**src/rtl/ebam_pkg.sv**
```systemverilog
// Shared types and constants of the ellipse brush alpha mask.
// No dependencies; every other file of the block imports this package.
package ebam_pkg;

	localparam int COLOUR_W = 8;
	localparam int ALPHA_W = 8;
	localparam int PEN_W = 8;
	localparam int DATA_W = 32;
	localparam int ADDR_W = 3;
	localparam int REG_IDX_W = 1;

	localparam logic [REG_IDX_W-1:0] REG_PEN_SIZE = 1'b0;

	localparam logic [PEN_W-1:0] PEN_SIZE_RESET = 8'd16;
	localparam int PEN_SIZE_MIN = 2;
	localparam int ALPHA_PEAK = 150;
	localparam int SQRT_SCALE = 22500;

	typedef enum logic [7:0] {
		ST_IDLE  = 8'b0000_0001,
		ST_D2    = 8'b0000_0010,
		ST_RAD   = 8'b0000_0100,
		ST_SQRT  = 8'b0000_1000,
		ST_DIV   = 8'b0001_0000,
		ST_ALPHA = 8'b0010_0000,
		ST_MUL   = 8'b0100_0000,
		ST_OUT   = 8'b1000_0000
	} state_t;

endpackage

```
**src/rtl/ebam_if.sv**
```systemverilog
// Valid/ready channel interfaces for brush pixels in and masked pixels out.
// Depends on ebam_pkg for the field widths.
interface ebam_in_if;
	import ebam_pkg::*;

	logic                valid;
	logic                ready;
	logic [COLOUR_W-1:0] in_blue;
	logic [COLOUR_W-1:0] in_green;
	logic [COLOUR_W-1:0] in_red;

	modport source (output valid, output in_blue, output in_green, output in_red,
		input ready);
	modport sink (input valid, input in_blue, input in_green, input in_red,
		output ready);
endinterface

interface ebam_out_if;
	import ebam_pkg::*;

	logic                valid;
	logic                ready;
	logic [COLOUR_W-1:0] out_blue;
	logic [COLOUR_W-1:0] out_green;
	logic [COLOUR_W-1:0] out_red;
	logic [ALPHA_W-1:0]  out_alpha;
	logic                last_pixel;

	modport source (output valid, output out_blue, output out_green, output out_red,
		output out_alpha, output last_pixel, input ready);
	modport sink (input valid, input out_blue, input out_green, input out_red,
		input out_alpha, input last_pixel, output ready);
endinterface

```
**src/rtl/ellipse_brush_alpha_mask.sv**
```systemverilog
// Top level of the ellipse brush alpha mask: counters, square root, divider, color scaling.
// Depends on ebam_pkg and on the channel interfaces in ebam_if.sv.
//
// Usage. The brush channel carries one pixel per beat (blue, green, red) in raster
// order, left to right and top to bottom. The block keeps the column and row itself
// and returns on the mask channel one beat per pixel: the colors scaled by the
// opacity, the opacity itself and a flag on the last pixel of the raster.
// The brush is pen_size rows high (at least 2) and pen_size/2 columns wide. pen_size sits at
// byte address 0 of the APB port; writing it restarts the raster at the top left.
// Write it only while no pixel is in flight.
//
// Sequence. A pixel is accepted only when the datapath is idle. It then forms the
// squared distance (ST_D2) and scales it (ST_RAD), takes one root bit per cycle in
// the two-bits-a-cycle square root (ST_SQRT), one quotient bit per cycle in the
// restoring divider by the radius (ST_DIV), and then forms the opacity (ST_ALPHA),
// the products (ST_MUL) and the divide by 255 (ST_OUT).
// The result sits in an output register, so a new pixel is accepted while a
// finished one waits; if the receiver stalls longer, the next result holds in the
// final stage and input stops.
// Reset sets pen_size to 16, clears both counters and empties the output register.
module ellipse_brush_alpha_mask #(
	parameter int MAX_PEN_SIZE = 255
) (
	input  logic                         clk,
	input  logic                         arst_n,
	input  logic                         psel,
	input  logic                         penable,
	input  logic                         pwrite,
	input  logic [ebam_pkg::ADDR_W-1:0]  paddr,
	input  logic [ebam_pkg::DATA_W-1:0]  pwdata,
	output logic [ebam_pkg::DATA_W-1:0]  prdata,
	output logic                         pready,
	ebam_in_if.sink                      brush,
	ebam_out_if.source                   mask
);
	import ebam_pkg::*;

	// Height needs SIZE_W bits; width, radius and both offsets need one bit less.
	localparam int SIZE_W = $clog2(MAX_PEN_SIZE + 1);
	localparam int HALF_W = SIZE_W - 1;
	localparam int CMP_W = (SIZE_W > PEN_W) ? SIZE_W : PEN_W;
	localparam int D2_W = 2 * HALF_W + 1;
	localparam int RAD_W = D2_W + 15;        // 22500 fits in 15 bits; RAD_W is even
	localparam int ROOT_W = RAD_W / 2;
	localparam int STEP_W = $clog2(ROOT_W);
	localparam int PROD_W = COLOUR_W + ALPHA_W;

	// Configuration register and raster counters.
	logic [PEN_W-1:0]  pen_size_q;
	logic [HALF_W-1:0] col_q;
	logic [SIZE_W-1:0] row_q;

	state_t            state_q;
	logic [STEP_W-1:0] step_q;

	// Datapath registers.
	logic [HALF_W-1:0]   dx_q, dy_q;
	logic [D2_W-1:0]     d2_q;
	logic [RAD_W-1:0]    rad_q;
	logic [ROOT_W+1:0]   srem_q;
	logic [ROOT_W-1:0]   root_q;
	logic [HALF_W-1:0]   drem_q;
	logic [ALPHA_W-1:0]  alpha_q;
	logic [COLOUR_W-1:0] blue_q, green_q, red_q;
	logic [PROD_W-1:0]   prod_b_q, prod_g_q, prod_r_q;
	logic                last_q;

	// Output register.
	logic                out_valid_q;
	logic [COLOUR_W-1:0] out_blue_q, out_green_q, out_red_q;
	logic [ALPHA_W-1:0]  out_alpha_q;
	logic                out_last_q;

	logic cfg_wr;
	logic in_beat;
	logic out_load;

	// Clamped brush geometry.
	logic [CMP_W-1:0]  h_cmp;
	logic [SIZE_W-1:0] h;
	logic [HALF_W-1:0] w;
	logic [HALF_W-1:0] x;
	logic [SIZE_W-1:0] y;
	logic [HALF_W:0]   x2;
	logic [HALF_W:0]   x_inc;
	logic [SIZE_W:0]   y_inc;
	logic [HALF_W:0]   dx_full;
	logic [SIZE_W-1:0] dy_full;
	logic [SIZE_W-1:0] y_mid;
	logic              last_now;

	logic [2*HALF_W-1:0] sq_x, sq_y;

	// Square root step.
	logic [ROOT_W+1:0] srem_sh;
	logic [ROOT_W+1:0] strial;
	logic              sbit;

	// Divider step.
	logic [HALF_W:0] drem_sh;
	logic            dbit;

	logic [PROD_W:0] sum_b, sum_g, sum_r;

	assign pready = 1'b1;
	assign cfg_wr = psel && penable && pwrite && pready
		&& (paddr[ADDR_W-1:2] == REG_PEN_SIZE);
	assign prdata = (paddr[ADDR_W-1:2] == REG_PEN_SIZE)
		? DATA_W'(pen_size_q) : '0;

	assign brush.ready = (state_q == ST_IDLE);
	assign in_beat = brush.valid && brush.ready;

	always_comb begin
		h_cmp = CMP_W'(pen_size_q);
		if (h_cmp < CMP_W'(PEN_SIZE_MIN)) begin
			h_cmp = CMP_W'(PEN_SIZE_MIN);
		end
		if (h_cmp > CMP_W'(MAX_PEN_SIZE)) begin
			h_cmp = CMP_W'(MAX_PEN_SIZE);
		end
	end

	assign h = h_cmp[SIZE_W-1:0];
	assign w = h[SIZE_W-1:1];
	assign y_mid = {1'b0, w};

	assign x = (col_q >= w) ? '0 : col_q;
	assign y = (row_q >= h) ? '0 : row_q;

	assign x2 = {x, 1'b0};
	assign dx_full = (x2 >= {1'b0, w}) ? (x2 - {1'b0, w}) : ({1'b0, w} - x2);
	assign dy_full = (y >= y_mid) ? (y - y_mid) : (y_mid - y);

	assign x_inc = {1'b0, x} + 1'b1;
	assign y_inc = {1'b0, y} + 1'b1;
	assign last_now = (x_inc == {1'b0, w}) && (y_inc == {1'b0, h});

	assign sq_x = dx_q * dx_q;
	assign sq_y = dy_q * dy_q;

	// Two radicand bits enter the partial remainder each cycle.
	assign srem_sh = {srem_q[ROOT_W-1:0], rad_q[RAD_W-1:RAD_W-2]};
	assign strial = {root_q, 2'b01};
	assign sbit = (srem_sh >= strial);

	// One root bit enters the divider remainder each cycle; the quotient
	// shifts into the same register behind it.
	assign drem_sh = {drem_q, root_q[ROOT_W-1]};
	assign dbit = (drem_sh >= {1'b0, w});

	// Floor of p/255 for p below 65535: (p + p/256 + 1) / 256.
	assign sum_b = {1'b0, prod_b_q} + (PROD_W + 1)'(prod_b_q[PROD_W-1:8]) + 1'b1;
	assign sum_g = {1'b0, prod_g_q} + (PROD_W + 1)'(prod_g_q[PROD_W-1:8]) + 1'b1;
	assign sum_r = {1'b0, prod_r_q} + (PROD_W + 1)'(prod_r_q[PROD_W-1:8]) + 1'b1;

	assign out_load = (state_q == ST_OUT) && (!out_valid_q || mask.ready);

	// Control: configuration, raster position, sequencer, output valid.
	always_ff @(posedge clk or negedge arst_n) begin
		if (!arst_n) begin
			pen_size_q  <= PEN_SIZE_RESET;
			col_q       <= '0;
			row_q       <= '0;
			state_q     <= ST_IDLE;
			step_q      <= '0;
			out_valid_q <= 1'b0;
		end else begin
			if (cfg_wr) begin
				pen_size_q <= pwdata[PEN_W-1:0];
				col_q      <= '0;
				row_q      <= '0;
			end else if (in_beat) begin
				if (x_inc >= {1'b0, w}) begin
					col_q <= '0;
					row_q <= (y_inc >= {1'b0, h}) ? '0 : y_inc[SIZE_W-1:0];
				end else begin
					col_q <= x_inc[HALF_W-1:0];
					row_q <= y;
				end
			end

			unique case (state_q)
				ST_IDLE: begin
					if (in_beat) begin
						state_q <= ST_D2;
					end
				end
				ST_D2: state_q <= ST_RAD;
				ST_RAD: begin
					state_q <= ST_SQRT;
					step_q  <= '0;
				end
				ST_SQRT: begin
					if (step_q == STEP_W'(ROOT_W - 1)) begin
						state_q <= ST_DIV;
						step_q  <= '0;
					end else begin
						step_q <= step_q + 1'b1;
					end
				end
				ST_DIV: begin
					if (step_q == STEP_W'(ROOT_W - 1)) begin
						state_q <= ST_ALPHA;
						step_q  <= '0;
					end else begin
						step_q <= step_q + 1'b1;
					end
				end
				ST_ALPHA: state_q <= ST_MUL;
				ST_MUL: state_q <= ST_OUT;
				ST_OUT: begin
					if (out_load) begin
						state_q <= ST_IDLE;
					end
				end
				default: state_q <= ST_IDLE;
			endcase

			if (out_load) begin
				out_valid_q <= 1'b1;
			end else if (mask.ready) begin
				out_valid_q <= 1'b0;
			end
		end
	end

	// Datapath.
	always_ff @(posedge clk) begin
		if (in_beat) begin
			blue_q  <= brush.in_blue;
			green_q <= brush.in_green;
			red_q   <= brush.in_red;
			dx_q    <= dx_full[HALF_W-1:0];
			dy_q    <= dy_full[HALF_W-1:0];
			last_q  <= last_now;
		end

		unique case (state_q)
			ST_D2: d2_q <= D2_W'(sq_x) + D2_W'(sq_y);
			ST_RAD: begin
				rad_q  <= RAD_W'(d2_q) * RAD_W'(SQRT_SCALE);
				srem_q <= '0;
				root_q <= '0;
			end
			ST_SQRT: begin
				rad_q  <= {rad_q[RAD_W-3:0], 2'b00};
				srem_q <= sbit ? (srem_sh - strial) : srem_sh;
				root_q <= {root_q[ROOT_W-2:0], sbit};
				drem_q <= '0;
			end
			ST_DIV: begin
				drem_q <= dbit ? HALF_W'(drem_sh - {1'b0, w}) : drem_sh[HALF_W-1:0];
				root_q <= {root_q[ROOT_W-2:0], dbit};
			end
			ST_ALPHA: begin
				// The divider leaves the quotient, the distance in 1/150 of the radius.
				alpha_q <= (root_q >= ROOT_W'(ALPHA_PEAK))
					? '0 : ALPHA_W'(ROOT_W'(ALPHA_PEAK) - root_q);
			end
			ST_MUL: begin
				prod_b_q <= blue_q * alpha_q;
				prod_g_q <= green_q * alpha_q;
				prod_r_q <= red_q * alpha_q;
			end
			ST_IDLE, ST_OUT: begin
			end
			default: begin
			end
		endcase

		if (out_load) begin
			out_blue_q  <= sum_b[15:8];
			out_green_q <= sum_g[15:8];
			out_red_q   <= sum_r[15:8];
			out_alpha_q <= alpha_q;
			out_last_q  <= last_q;
		end
	end

	assign mask.valid      = out_valid_q;
	assign mask.out_blue   = out_blue_q;
	assign mask.out_green  = out_green_q;
	assign mask.out_red    = out_red_q;
	assign mask.out_alpha  = out_alpha_q;
	assign mask.last_pixel = out_last_q;

	// A pixel flagged last wraps the raster back to the top left corner.
	a_last_wraps: assert property (@(posedge clk) disable iff (!arst_n)
		(in_beat && last_now && !cfg_wr) |=> (col_q == '0 && row_q == '0))
		else $error("raster did not wrap after the last pixel");

	// The divider remainder stays below the radius throughout the divide.
	a_div_rem: assert property (@(posedge clk) disable iff (!arst_n)
		(state_q == ST_DIV) |-> (drem_q < w))
		else $error("divider remainder reached the radius");

	// When the square root finishes, its remainder does not exceed twice the root.
	a_sqrt_rem: assert property (@(posedge clk) disable iff (!arst_n)
		(state_q == ST_DIV && step_q == '0) |-> (srem_q <= {1'b0, root_q, 1'b0}))
		else $error("square root remainder out of range");

	// A delivered opacity never exceeds its peak.
	a_alpha_peak: assert property (@(posedge clk) disable iff (!arst_n)
		out_load |=> (out_alpha_q <= ALPHA_W'(ALPHA_PEAK)))
		else $error("opacity above peak");

	// An accepted pixel always starts the sequencer.
	a_start: assert property (@(posedge clk) disable iff (!arst_n)
		in_beat |=> (state_q == ST_D2))
		else $error("accepted pixel did not start the datapath");

endmodule
```
**src/flat_wrapper.sv**
```systemverilog
// flat-port wrapper written by rule: the top's interface ports become plain ports
module ellipse_brush_alpha_mask_flat import ebam_pkg::*;
#(
	parameter int MAX_PEN_SIZE = 255
)
  (clk, arst_n, psel, penable, pwrite, paddr, pwdata, prdata, pready, brush_valid, brush_in_blue, brush_in_green, brush_in_red, brush_ready, mask_valid, mask_out_blue, mask_out_green, mask_out_red, mask_out_alpha, mask_last_pixel, mask_ready);
  ebam_in_if brush_i ();
  ebam_out_if mask_i ();
  input  logic clk;
  input  logic arst_n;
  input  logic psel;
  input  logic penable;
  input  logic pwrite;
  input  logic [ebam_pkg::ADDR_W-1:0] paddr;
  input  logic [ebam_pkg::DATA_W-1:0] pwdata;
  output logic [ebam_pkg::DATA_W-1:0] prdata;
  output logic pready;
  input wire logic [$bits(brush_i.valid)-1:0] brush_valid;
  input wire logic [$bits(brush_i.in_blue)-1:0] brush_in_blue;
  input wire logic [$bits(brush_i.in_green)-1:0] brush_in_green;
  input wire logic [$bits(brush_i.in_red)-1:0] brush_in_red;
  output wire logic [$bits(brush_i.ready)-1:0] brush_ready;
  output wire logic [$bits(mask_i.valid)-1:0] mask_valid;
  output wire logic [$bits(mask_i.out_blue)-1:0] mask_out_blue;
  output wire logic [$bits(mask_i.out_green)-1:0] mask_out_green;
  output wire logic [$bits(mask_i.out_red)-1:0] mask_out_red;
  output wire logic [$bits(mask_i.out_alpha)-1:0] mask_out_alpha;
  output wire logic [$bits(mask_i.last_pixel)-1:0] mask_last_pixel;
  input wire logic [$bits(mask_i.ready)-1:0] mask_ready;
  assign brush_i.valid = brush_valid;
  assign brush_i.in_blue = brush_in_blue;
  assign brush_i.in_green = brush_in_green;
  assign brush_i.in_red = brush_in_red;
  assign brush_ready = brush_i.ready;
  assign mask_valid = mask_i.valid;
  assign mask_out_blue = mask_i.out_blue;
  assign mask_out_green = mask_i.out_green;
  assign mask_out_red = mask_i.out_red;
  assign mask_out_alpha = mask_i.out_alpha;
  assign mask_last_pixel = mask_i.last_pixel;
  assign mask_i.ready = mask_ready;
  ellipse_brush_alpha_mask #(.MAX_PEN_SIZE(MAX_PEN_SIZE)) u_core (.clk(clk), .arst_n(arst_n), .psel(psel), .penable(penable), .pwrite(pwrite), .paddr(paddr), .pwdata(pwdata), .prdata(prdata), .pready(pready), .brush(brush_i), .mask(mask_i));
endmodule
```
**config.mk**
```make
export PLATFORM = sky130hd
export DESIGN_NAME = ellipse_brush_alpha_mask_flat
export DESIGN_NICKNAME = d
export VERILOG_FILES = /design/src/rtl/ebam_pkg.sv /design/src/rtl/ebam_if.sv /design/src/rtl/ellipse_brush_alpha_mask.sv /design/src/flat_wrapper.sv
export SDC_FILE = /design/constraint.sdc
export NUM_CORES = 1
export LEC_CHECK = 0
export BUFFER_PORTS_ARGS = -buffer_cell sky130_fd_sc_hd__buf_2
export CAP_MARGIN = 20
export CORE_UTILIZATION = 40
export CTS_CLUSTER_SIZE = 40
export DETAILED_ROUTE_END_ITERATION = 10
export GPL_TIMING_DRIVEN = 0
export HOLD_SLACK_MARGIN = 0.08
export PLACE_DENSITY = 0.63
export SLEW_MARGIN = 30
export SYNTH_ARGS = -nofsm -noshare
export SYNTH_HDL_FRONTEND = slang
export SYNTH_SLANG_ARGS = --single-unit
```
**constraint.sdc**
```tcl
create_clock -name clk -period 8 [get_ports clk]
set_input_delay 1.2 -clock clk [delete_from_list [all_inputs] [get_ports clk]]
set_output_delay 1.2 -clock clk [all_outputs]
set_load 0.02 [all_outputs]
```
==> results of run 1 <==
==> cell usage in the layout (no fill, tap or decap), types with 33 or more instances in the layout <==
cell type                    n
sky130_fd_sc_hd__edfxtp_1  208
sky130_fd_sc_hd__buf_2      83
sky130_fd_sc_hd__inv_1     422
sky130_fd_sc_hd__nand2_1   189
sky130_fd_sc_hd__xnor2_1    98
sky130_fd_sc_hd__nor2_1    117
sky130_fd_sc_hd__and2_1    151
sky130_fd_sc_hd__xor2_1     36
sky130_fd_sc_hd__fa_1      251
sky130_fd_sc_hd__nand3_1    33
sky130_fd_sc_hd__dfrtp_1    34
sky130_fd_sc_hd__a21oi_1    98
sky130_fd_sc_hd__o21ai_0    47
sky130_fd_sc_hd__clkbuf_1   47
sky130_fd_sc_hd__a21o_1     38
sky130_fd_sc_hd__ha_1      358
==> cells by family (layout without fill, tap and decap cells) <==
logic type      after synthesis  count (layout)  synth area share
xor+xnor                    134             134            0.0458
compound gates              320             320            0.0833
other cells                   2              25          0.000293
fa+ha+maj                   609             609             0.371
simple gates                649             649             0.130
mux                          35              35            0.0143
flops                       244             244             0.279
buf+inv                     501             640            0.0774
==> state kept, by name, indices dropped and copies added, names as in the netlist, 4 cells and up <==
signal,cells
u_core.step_q,4
u_core.root_q,15
u_core.mask.out_green,8
u_core.srem_q,15
u_core.prod_g_q,16
u_core.prod_b_q,16
u_core.state_q,8
u_core.dx_q,7
u_core.mask.out_red,8
u_core.pen_size_q,8
u_core.blue_q,8
u_core.alpha_q,8
u_core.rad_q,28
u_core.dy_q,7
u_core.mask.out_blue,8
u_core.green_q,8
u_core.drem_q,7
u_core.col_q,7
u_core.prod_r_q,16
u_core.d2_q,15
u_core.mask.out_alpha,8
u_core.row_q,8
u_core.red_q,8
==> worst register-to-register path, cell delays in order, from the launching register on <==
cell and delay (ns):
sky130_fd_sc_hd__dfrtp_1 0.38, sky130_fd_sc_hd__inv_1 0.42, sky130_fd_sc_hd__nand3_1 0.18, sky130_fd_sc_hd__nand2b_1 0.44
sky130_fd_sc_hd__ha_1 0.34, sky130_fd_sc_hd__nand2b_1 0.14, sky130_fd_sc_hd__a21oi_1 0.13, sky130_fd_sc_hd__o21ai_0 0.10
sky130_fd_sc_hd__a41oi_1 0.47, sky130_fd_sc_hd__clkbuf_1 0.36, sky130_fd_sc_hd__nand2_1 0.16, sky130_fd_sc_hd__inv_1 0.15
sky130_fd_sc_hd__ha_1 0.21, sky130_fd_sc_hd__and3_1 0.21, sky130_fd_sc_hd__nand3_1 0.11, sky130_fd_sc_hd__xor2_1 0.16
sky130_fd_sc_hd__nor2b_1 0.20, sky130_fd_sc_hd__ha_1 0.28, sky130_fd_sc_hd__nand3_1 0.13, sky130_fd_sc_hd__inv_1 0.06
sky130_fd_sc_hd__a221oi_1 0.35, sky130_fd_sc_hd__o21ai_0 0.24, sky130_fd_sc_hd__o31ai_1 0.29, sky130_fd_sc_hd__and2_1 0.16
sky130_fd_sc_hd__clkbuf_1 0.25, sky130_fd_sc_hd__a221o_1 0.20
==> per-stage QoR <==
| stage | hold slack, ns | util |
|---|---|---|
| after global routing | 0.441 | 0.447 |
| after floorplan | 0.400 | - |
| final | 0.429 | 0.447 |
| after detailed placement | 0.413 | 0.432 |
| after CTS | 0.429 | 0.447 |
| after global placement | 0.416 | 0.430 |
==> final cells by class <==
cell class	count	area (µm²)	area share
inverters	423	1590	0.0562
repair buffers	88	478	0.0169
plain buffers	78	397	0.0140
flip-flops and latches	244	7150	0.253
clock buffers	30	729	0.0258
well taps	846	1060	0.0375
multi-input cells	1772	16600	0.588
clock inverters	21	241	0.00854
==> final timing paths <==
kind | end | slack, ns | from
max in group asynchronous | u_core.step_q[3] | 6.70 | arst_n
max | u_core.row_q[2] | 1.83 | u_core.pen_size_q[2]
min | u_core.mask.last_pixel | 0.43 | u_core.last_q
min in group asynchronous | u_core.pen_size_q[3] | 0.74 | arst_n
min reg2reg | u_core.mask.last_pixel | 0.43 | u_core.last_q
max reg2reg | u_core.row_q[2] | 1.83 | u_core.pen_size_q[2]
==> per-layer routing <==
layer	track usage	share of wire	wire length (µm)
met1	0.218	0.44	24100
met2	0.310	0.49	26800
met3	0.0222	0.041	2240
met4	0.0411	0.021	1160
met5	0	0	0
==> synth_stat cells, types with 19 or more instances <==
cell / instances
sky130_fd_sc_hd__a21o_1: 38
sky130_fd_sc_hd__a21oi_1: 98
sky130_fd_sc_hd__and2_1: 151
sky130_fd_sc_hd__and3_1: 19
sky130_fd_sc_hd__buf_4: 25
sky130_fd_sc_hd__clkbuf_1: 46
sky130_fd_sc_hd__dfrtp_1: 34
sky130_fd_sc_hd__edfxtp_1: 208
sky130_fd_sc_hd__fa_1: 251
sky130_fd_sc_hd__ha_1: 358
sky130_fd_sc_hd__inv_1: 422
sky130_fd_sc_hd__mux2i_1: 22
sky130_fd_sc_hd__nand2_1: 190
sky130_fd_sc_hd__nand3_1: 33
sky130_fd_sc_hd__nand4_1: 21
sky130_fd_sc_hd__nor2_1: 117
sky130_fd_sc_hd__nor2b_1: 32
sky130_fd_sc_hd__nor3_1: 19
sky130_fd_sc_hd__o21a_1: 25
sky130_fd_sc_hd__o21ai_0: 47
sky130_fd_sc_hd__xnor2_1: 98
sky130_fd_sc_hd__xor2_1: 36
==> summary.md, run 1 <==
| Metric | Value |
|---|---|
| Setup repair after global routing missed its margin | false |
| Arrival time reported for the critical path endpoint | 6.67 ns |
| Number of fill cells | 5942 |
| Status | finished clean |
| Average routed wire per standard cell | 15.5 µm |
| Synthesis-to-finish area growth | 10.2% |
| Total number of vias | 17700 |
| Yosys cell types | 81 |
| Row Count | 92 |
| Startpoint-to-endpoint class of the critical path | flip-flop to flip-flop |
| Final setup vio count | 0 |
| TritonCTS Buffers | 29 |
| Share of flip-flops with an asynchronous set or reset | 0.148 |
| Number of DRC markers after the initial detailed-route iteration | 829 |
| Max-slew violation count | 0 |
| Average cell area after synthesis | 10.3 µm² |
| Port Buffer Count | 81 |
| TNS Setup | 0 ns |
| Number of placed instances, taps included | 3451 |
| Final design area excluding fillers | 0.0283 mm² |
| Endpoint kind of the worst setup timing path | flip-flop |
| Placeable core area | 0.0632 mm² |
| Residual DRC | 0 |
| Shortest clock period the worst path allows after layout | 6.17 ns |
| Number of non-filler instances in the completed layout | 3502 |
| Synth top area share | 0.244 |
| Depth of the critical timing path with buffers and inverters included | 25 |
| DRT Pass-1 Iters | 5 |
| Die W | 255 µm |
| IO Count | 134 |
| Synthesis Warnings | 0 |
| Area leader, netlist | sky130_fd_sc_hd__edfxtp_1 |
| Maximum clock rate | 162 MHz |
| H-tree levels | 1 |
| Chip height | 255 µm |
| Number of cells on the worst hold path | 0 |
| Max Buffers Root-to-Sink | 3 |
| Minimum setup slack in the final design | 1.83 ns |
| Worst-margin pin slew | 0.859 ns |
| Cells after Synth | 2494 |
| HPWL after detailed placement | 42.6 mm |
| CP startpoint kind | flip-flop |
| Initial antenna violation count | 1 |
| Cell types occupying the most area after synthesis | sky130_fd_sc_hd__edfxtp_1 24%, sky130_fd_sc_hd__fa_1 20%, sky130_fd_sc_hd__ha_1 17% |
| Cell area after synthesis | 0.0256 mm² |
| Pin count of the biggest net entering global routing | 44 |
| GR Util All Layers | 0.172 |
| Post-placement cell area | 0.0273 mm² |
| Starting density of the core | 0.406 |
| Quantity of gates resized following cts | 0 |
| Post-CTS Setup Repair Bufs | 0 |
| CP max FO | 10 |
| Pre-CTS setup slack | 1.90 ns |
| Clock latency on the worst-skew pair | 0.57 ns |
| Number of hold buffers added after cts | 0 |
| Global-route wire length before repair | 90.9 mm |
| Die footprint | 0.0651 mm² |
| Max-Cap Viols | 0 |
| Sinks on the clock net | 244 |
| Sequential-to-total area share from yosys stat | 0.279 |
| Number of buffer and inverter instances along the worst setup path | 5 |
| Number of register bits inferred by synthesis | 244 |
| Highest cell delay on the worst timing path | 0.47 ns |
| Required arrival time at the worst endpoint | 8.50 ns |
| Crit path max-delay cell type | sky130_fd_sc_hd__a41oi_1 |
| Clock slew seen by the registers of the worst setup and hold paths | 0.06 ns |
| Period utilisation layout | 0.771 |
| CTS tree | built |
| Final antenna-violating net count | 0 |
| Tightest slew margin relative to the limit | 0.427 |
| Wire length reported by the detailed router | 54.2 mm |
| Number of global-route vias before repair | 18800 |
| Net count of the finished layout | 3311 |
| Congestion Overflow GR | 0 |
| Clock Skew | 0.0153 ns |
| Count of flip-flops with a built-in enable after synthesis | 208 |
| Placer Congestion | 0.846 |
| Hold WC Path Type | flip-flop to flip-flop |
| Clock root buffer master | sky130_fd_sc_hd__clkbuf_16 |
| Antenna cell count | 0 |
| Count of cells along the worst register-to-register path | 25 |
| Layout cell share with drive strength beyond 1 | 0.0787 |
| Final number of hold-violating endpoints | 0 |
| Main flop type after synthesis | sky130_fd_sc_hd__edfxtp_1 |
| Cell class contributing the biggest share of worst-path delay | compound AO/OA/AOI/OAI gates |
| Detail-routed via count per cell | 5.06 |
Power of run 1 is not shown: default switching activity piles up to over one toggle a cycle in this logic, so the estimate is an artifact.
==> run 2: changes to the inputs <==
- ABC_AREA: default -> 1
- clock period: 8 -> 5.7 ns (I/O delays scaled with it)
==> summary.md, run 2 <==
| Metric | Value |
|---|---|
| Clock root buffer master | sky130_fd_sc_hd__clkbuf_16 |
| Highest cell delay on the worst timing path | 0.55 ns |
| Startpoint-to-endpoint class of the critical path | flip-flop to flip-flop |
| Total number of vias | 19200 |
| Worst-margin pin slew | 0.917 ns |
| TritonCTS Buffers | 30 |
| Row Count | 93 |
| Minimum hold slack | 0.231 ns |
| Final antenna-violating net count | 0 |
| Pre-CTS setup slack | -0.0402 ns |
| Sinks on the clock net | 244 |
| Worst-case register-to-register setup slack | 0.22 ns |
| CTS tree | built |
| Synthesis-to-finish area growth | 10.9% |
| Max-Cap Viols | 0 |
| Detail-routed via count per cell | 4.80 |
| Arrival time reported for the critical path endpoint | 5.80 ns |
| Status | finished clean |
| Maximum clock rate | 182 MHz |
| Global-route wire length before repair | 95.0 mm |
| Tightest slew margin relative to the limit | 0.386 |
| Cells after Synth | 2956 |
| Hold WC Path Type | input pin to asynchronous set/reset pin |
| Port Buffer Count | 81 |
| DRT Pass-1 Iters | 5 |
| Number of DRC markers after the initial detailed-route iteration | 975 |
| Critical R2R Launch | u_core.dx_q[3] |
| H-tree levels | 1 |
| Final number of hold-violating endpoints | 0 |
| Cell area after synthesis | 0.0263 mm² |
| Residual DRC | 0 |
| IO Count | 134 |
| CP startpoint kind | flip-flop |
| Area leader, netlist | sky130_fd_sc_hd__edfxtp_1 |
| Cell types occupying the most area after synthesis | sky130_fd_sc_hd__edfxtp_1 24%, sky130_fd_sc_hd__fa_1 19%, sky130_fd_sc_hd__ha_1 17% |
| Chip height | 258 µm |
| Clock latency on the worst-skew pair | 0.58 ns |
| Number of flip-flops under the largest register name | 28 |
| Average routed wire per standard cell | 14.1 µm |
| Required arrival time at the worst endpoint | 6.02 ns |
| Cell class contributing the biggest share of worst-path delay | adder cells |
| Max-slew violation count | 0 |
| Most repeated cell in the gate-level netlist after synthesis | sky130_fd_sc_hd__inv_1 |
| HPWL after detailed placement | 46.3 mm |
| Wire length reported by the detailed router | 56.5 mm |
| GR Util All Layers | 0.173 |
| Minimum setup slack in the final design | 0.215 ns |
| Number of non-filler instances in the completed layout | 4000 |
| Net count of the finished layout | 3799 |
| Number of buffer and inverter instances along the worst setup path | 5 |
| Number of global-route vias before repair | 19400 |
| Setup repair after global routing missed its margin | true |
| Sequential-to-total area share from yosys stat | 0.272 |
| Clock Skew | 0.0216 ns |
| Period utilisation layout | 0.962 |
| Endpoint kind of the worst setup timing path | flip-flop |
| Top post-synthesis cells by count | 665 x sky130_fd_sc_hd__inv_1, 557 x sky130_fd_sc_hd__nand2_1, 358 x sky130_fd_sc_hd__ha_1 |
| Shortest clock period the worst path allows after layout | 5.48 ns |
| Synth top area share | 0.238 |
| Number of fill cells | 6398 |
| Reg2reg end | u_core.d2_q[11] |
| Placer Congestion | 0.903 |
| Number of register bits inferred by synthesis | 244 |
| Antenna cell count | 0 |
| Average cell area after synthesis | 8.89 µm² |
| Count of flip-flops with a built-in enable after synthesis | 208 |
| Number of placed instances, taps included | 3928 |
| CP max FO | 4 |
| Initial antenna violation count | 0 |
| Count of cells along the worst register-to-register path | 23 |
| Top register by number of flip-flops | u_core.rad_q |
| Layout cell share with drive strength beyond 1 | 0.0836 |
| Main flop type after synthesis | sky130_fd_sc_hd__edfxtp_1 |
| Share of flip-flops with an asynchronous set or reset | 0.148 |
| Congestion Overflow GR | 0 |
| Crit path max-delay cell type | sky130_fd_sc_hd__fa_1 |
| Clock slew seen by the registers of the worst setup and hold paths | 0.06 ns |
| Starting density of the core | 0.406 |
| Placeable core area | 0.0647 mm² |
| Pin count of the biggest net entering global routing | 45 |
| Die W | 258 µm |
| Highest-count cells in the layout ignoring fill and taps | 663 x sky130_fd_sc_hd__inv_1, 555 x sky130_fd_sc_hd__nand2_1, 358 x sky130_fd_sc_hd__ha_1 |
| Number of hold buffers added after cts | 0 |
| Die footprint | 0.0668 mm² |
| Post-route core utilization | 0.451 |
| Yosys cell types | 58 |
| Final setup vio count | 0 |
| Synthesis Warnings | 0 |
| Critical path cell sequence | nand2_1, inv_1, fa_1, inv_1, fa_1, inv_1, fa_1, fa_1, fa_1, inv_1, fa_1, inv_1, ha_1, a21oi_1, nand2_1, nand2_1, nand2_1, a21oi_2, o21ai_1, nand2_1, nand2_1, a21oi_1, xnor2_1 |
| Most common cell after layout, fill and taps aside | sky130_fd_sc_hd__inv_1 |
| Max Buffers Root-to-Sink | 3 |
[run 2: cell count changes after synthesis, moves of 28 or more]
cell	previous run	this run
sky130_fd_sc_hd__a21o_1	38	10
sky130_fd_sc_hd__a21oi_1	98	155
sky130_fd_sc_hd__nand2_1	190	557
sky130_fd_sc_hd__nor2b_1	32	1
sky130_fd_sc_hd__nand3_1	33	91
sky130_fd_sc_hd__nor2_1	117	159
sky130_fd_sc_hd__inv_1	422	665
sky130_fd_sc_hd__xnor2_1	98	36
sky130_fd_sc_hd__xor2_1	36	71
sky130_fd_sc_hd__and2_1	151	2
sky130_fd_sc_hd__o21ai_0	47	99
[run 2: per-layer routing]
layer  track usage  vias up  wire, µm
met2         0.303      321     27500
met5             0        -         0
li1              -     9629         -
met4        0.0353        0      1050
met3        0.0214       59      2370
met1         0.229     9171     25500
[run 2: cells by family (layout without fill, tap and decap cells)]
family / Yosys count / in the layout / share of synthesized area
XOR/XNOR: 107 / 107 / 0.0356
adder cells (fa/ha/maj): 609 / 609 / 0.361
flip-flops: 244 / 244 / 0.272
AND/OR/NAND/NOR: 906 / 906 / 0.147
AO/OA/AOI/OAI: 324 / 324 / 0.0685
multiplexers: 5 / 5 / 0.00200
other: 2 / 25 / 0.000286
buffers and inverters: 759 / 925 / 0.113
[run 2: worst reg2reg max path: cells and delay by family (launching register included)]
kind	cells	cell delay [ns]
simple gates	6	0.53
xor+xnor	1	0.08
fa+ha+maj	7	3.31
flops	1	0.47
compound gates	4	0.58
buf+inv	5	0.27
[run 2: timing repair]
item,4_1_cts,5_1_grt
setup buffers,3,17
setup endpoints to repair,1,13
gates cloned,0,0
resized for setup,0,7
[run 2: stage by stage]
step           setup TNS [ns]  area (µm²)
2_1_floorplan               0       26400
3_3_place_gp            -1.78       27900
3_5_place_dp          -0.0402       28100
4_1_cts                     0       29000
5_1_grt               -0.0796       29200
6_report                    0       29200
[run 2: final cells by class]
class / count / area, µm² / area share
inverter: 670 / 2530 / 0.0867
clock inverter: 12 / 65.1 / 0.00223
timing repair buffer: 114 / 732 / 0.0251
buffer: 88 / 453 / 0.0155
clock buffer: 41 / 855 / 0.0293
multi-input combinational: 1976 / 16300 / 0.559
sequential: 244 / 7150 / 0.245
tap: 855 / 1070 / 0.0367
[run 2: worst max path at each step]
stage                     slack, ns         endpoint            from  cells after the start
after floorplan                0.35  u_core.d2_q[11]  u_core.dx_q[4]                     23
after global placement        -0.30  u_core.col_q[5]     brush_valid                      6
after detailed placement      -0.04  u_core.d2_q[11]  u_core.dx_q[0]                     23
after CTS                      0.04  u_core.d2_q[11]  u_core.dx_q[3]                     23
after global routing          -0.08  u_core.d2_q[11]  u_core.dx_q[3]                     23
final                          0.22  u_core.d2_q[11]  u_core.dx_q[3]                     23
Power of run 2 is left out for the same reason.
==> run 3: changes to the inputs <==
- CTS_BUF_LIST: default -> sky130_fd_sc_hd__clkbuf_8
- clock period: 5.7 -> 6.4 ns (I/O delays scaled with it)
==> summary.md, run 3 (synthesis gave the netlist of run 2 again) <==
| Metric | Value |
|---|---|
| Status | finished clean |
| CP max FO | 7 |
| Total number of vias | 19300 |
| Crit path max-delay cell type | sky130_fd_sc_hd__edfxtp_1 |
| Destination of the worst hold path | u_core.mask.last_pixel |
| Pin count of the biggest net entering global routing | 45 |
| Clock root buffer master | sky130_fd_sc_hd__clkbuf_8 |
| Chip height | 258 µm |
| Setup repair after global routing missed its margin | false |
| Highest-count cells in the layout ignoring fill and taps | 672 x sky130_fd_sc_hd__inv_1, 556 x sky130_fd_sc_hd__nand2_1, 358 x sky130_fd_sc_hd__ha_1 |
| IO Count | 134 |
| TritonCTS Buffers | 46 |
| Antenna cell count | 0 |
| Clock latency on the worst-skew pair | 0.63 ns |
| Placer Congestion | 0.897 |
| Depth of the critical timing path with buffers and inverters included | 23 |
| Initial antenna violation count | 0 |
| Maximum clock rate | 176 MHz |
| Number of DRC markers after the initial detailed-route iteration | 1011 |
| Cell class contributing the biggest share of worst-path delay | adder cells |
| Starting density of the core | 0.406 |
| HPWL after detailed placement | 45.7 mm |
| Average routed wire per standard cell | 14.1 µm |
| Period utilisation layout | 0.890 |
| Net count of the finished layout | 3799 |
| Area used by multi-input combinational logic | 0.0163 mm² |
| Number of global-route vias before repair | 19100 |
| Sinks on the clock net | 244 |
| Die footprint | 0.0668 mm² |
| Sequential cell area in the final layout | 0.00715 mm² |
| Count of cells along the worst register-to-register path | 23 |
| Pre-CTS setup slack | 0.672 ns |
| Synthesis-to-finish area growth | 10.8% |
| Number of fill cells | 6424 |
| Top register by number of flip-flops | u_core.rad_q |
| Placeable core area | 0.0647 mm² |
| Max Buffers Root-to-Sink | 3 |
| GR Util All Layers | 0.174 |
| Startpoint-to-endpoint class of the critical path | flip-flop to flip-flop |
| Critical path cell sequence | nand2_1, inv_1, fa_1, inv_1, fa_1, inv_1, fa_1, fa_1, fa_1, inv_1, fa_1, inv_1, ha_1, a21oi_1, nand2_1, nand2_1, nand2_1, a21oi_1, o21ai_0, nand2_1, nand2_1, a21oi_1, xnor2_1 |
| CTS tree | built |
| CP startpoint kind | flip-flop |
| Number of hold buffers added after cts | 0 |
| Critical R2R Launch | u_core.dx_q[4] |
| Worst-case register-to-register setup slack | 0.70 ns |
| Post-CTS Setup Repair Bufs | 0 |
| Congestion Overflow GR | 0 |
| Minimum hold slack | 0.420 ns |
| Global-route wire length before repair | 94.4 mm |
| Detail-routed via count per cell | 4.79 |
| Layout cell share with drive strength beyond 1 | 0.0838 |
| Required arrival time at the worst endpoint | 6.75 ns |
| Endpoint kind of the worst setup timing path | flip-flop |
| Quantity of gates resized following cts | 0 |
| Reg2reg end | u_core.d2_q[11] |
| Final number of hold-violating endpoints | 0 |
| Number of cells on the worst hold path | 0 |
| Shortest clock period the worst path allows after layout | 5.70 ns |
| Final setup vio count | 0 |
| Clock slew seen by the registers of the worst setup and hold paths | 0.06 ns |
| Most common cell after layout, fill and taps aside | sky130_fd_sc_hd__inv_1 |
| Max-Cap Viols | 0 |
| Max-slew violation count | 0 |
| Wire length reported by the detailed router | 56.7 mm |
| Tightest slew margin relative to the limit | 0.339 |
| Final antenna-violating net count | 0 |
| Minimum setup slack in the final design | 0.703 ns |
| Hold WC Path Type | flip-flop to flip-flop |
| Die W | 258 µm |
| Number of buffer and inverter instances along the worst setup path | 5 |
| DRT Pass-1 Iters | 5 |
| H-tree levels | 2 |
| Row Count | 93 |
| Port Buffer Count | 81 |
| Worst-margin pin slew | 0.988 ns |
| Highest cell delay on the worst timing path | 0.54 ns |
| TNS Setup | 0 ns |
| Min-Delay Startpoint | u_core.last_q |
| Residual DRC | 0 |
| Clock Skew | 0.0305 ns |
| Number of flip-flops under the largest register name | 28 |
| Arrival time reported for the critical path endpoint | 6.05 ns |
==> run 3: cell count changes in the layout (fill, tap and decap cells not counted), sizes merged <==
| cell | previous run | this run |
|---|---|---|
| clkinv | 9 | 17 |
| buf | 146 | 129 |
| bufinv | 0 | 9 |
| inv | 669 | 678 |
| clkbuf | 97 | 104 |
==> run 3: stage by stage <==
step / util / instance area [µm²] / cells
final: 0.450 / 29100 / 4016
after global routing: 0.450 / 29100 / 4016
after CTS: 0.450 / 29100 / 4016
after detailed placement: 0.434 / 28100 / 3931
after global placement: 0.431 / 27900 / 3915
after floorplan: - / 26400 / 2979
==> run 3: area by class of cell <==
cell class	count	share of cell area
Clock buffer	47	0.0222
Clock inverter	38	0.0145
Multi-Input combinational cell	1976	0.559
Sequential cell	244	0.245
Inverter	670	0.0865
Buffer	89	0.0157
Timing Repair Buffer	97	0.0198
Tap cell	855	0.0367
==> run 3: routing by layer <==
| metal | routed length (µm) | vias to the layer above | track usage |
|---|---|---|---|
| met2 | 26900 | 360 | 0.294 |
| met3 | 2290 | 83 | 0.0214 |
| met1 | 26100 | 9169 | 0.233 |
| li1 | - | 9642 | - |
| met4 | 1450 | 0 | 0.0533 |
| met5 | 0 | - | 0 |
==> run 3: how the worst max path moves through the flow <==
stage	slack, ns	end	from
floorplan	0.43	u_core.prod_b_q[0]	u_core.state_q[2]
global placement	-2.58	u_core.prod_r_q[14]	u_core.state_q[3]
detailed placement	0.67	u_core.d2_q[11]	u_core.dx_q[4]
CTS	0.66	u_core.d2_q[11]	u_core.dx_q[4]
global route	0.33	u_core.d2_q[11]	u_core.dx_q[4]
finish	0.70	u_core.d2_q[11]	u_core.dx_q[4]
Power of run 3 is left out for the same reason.
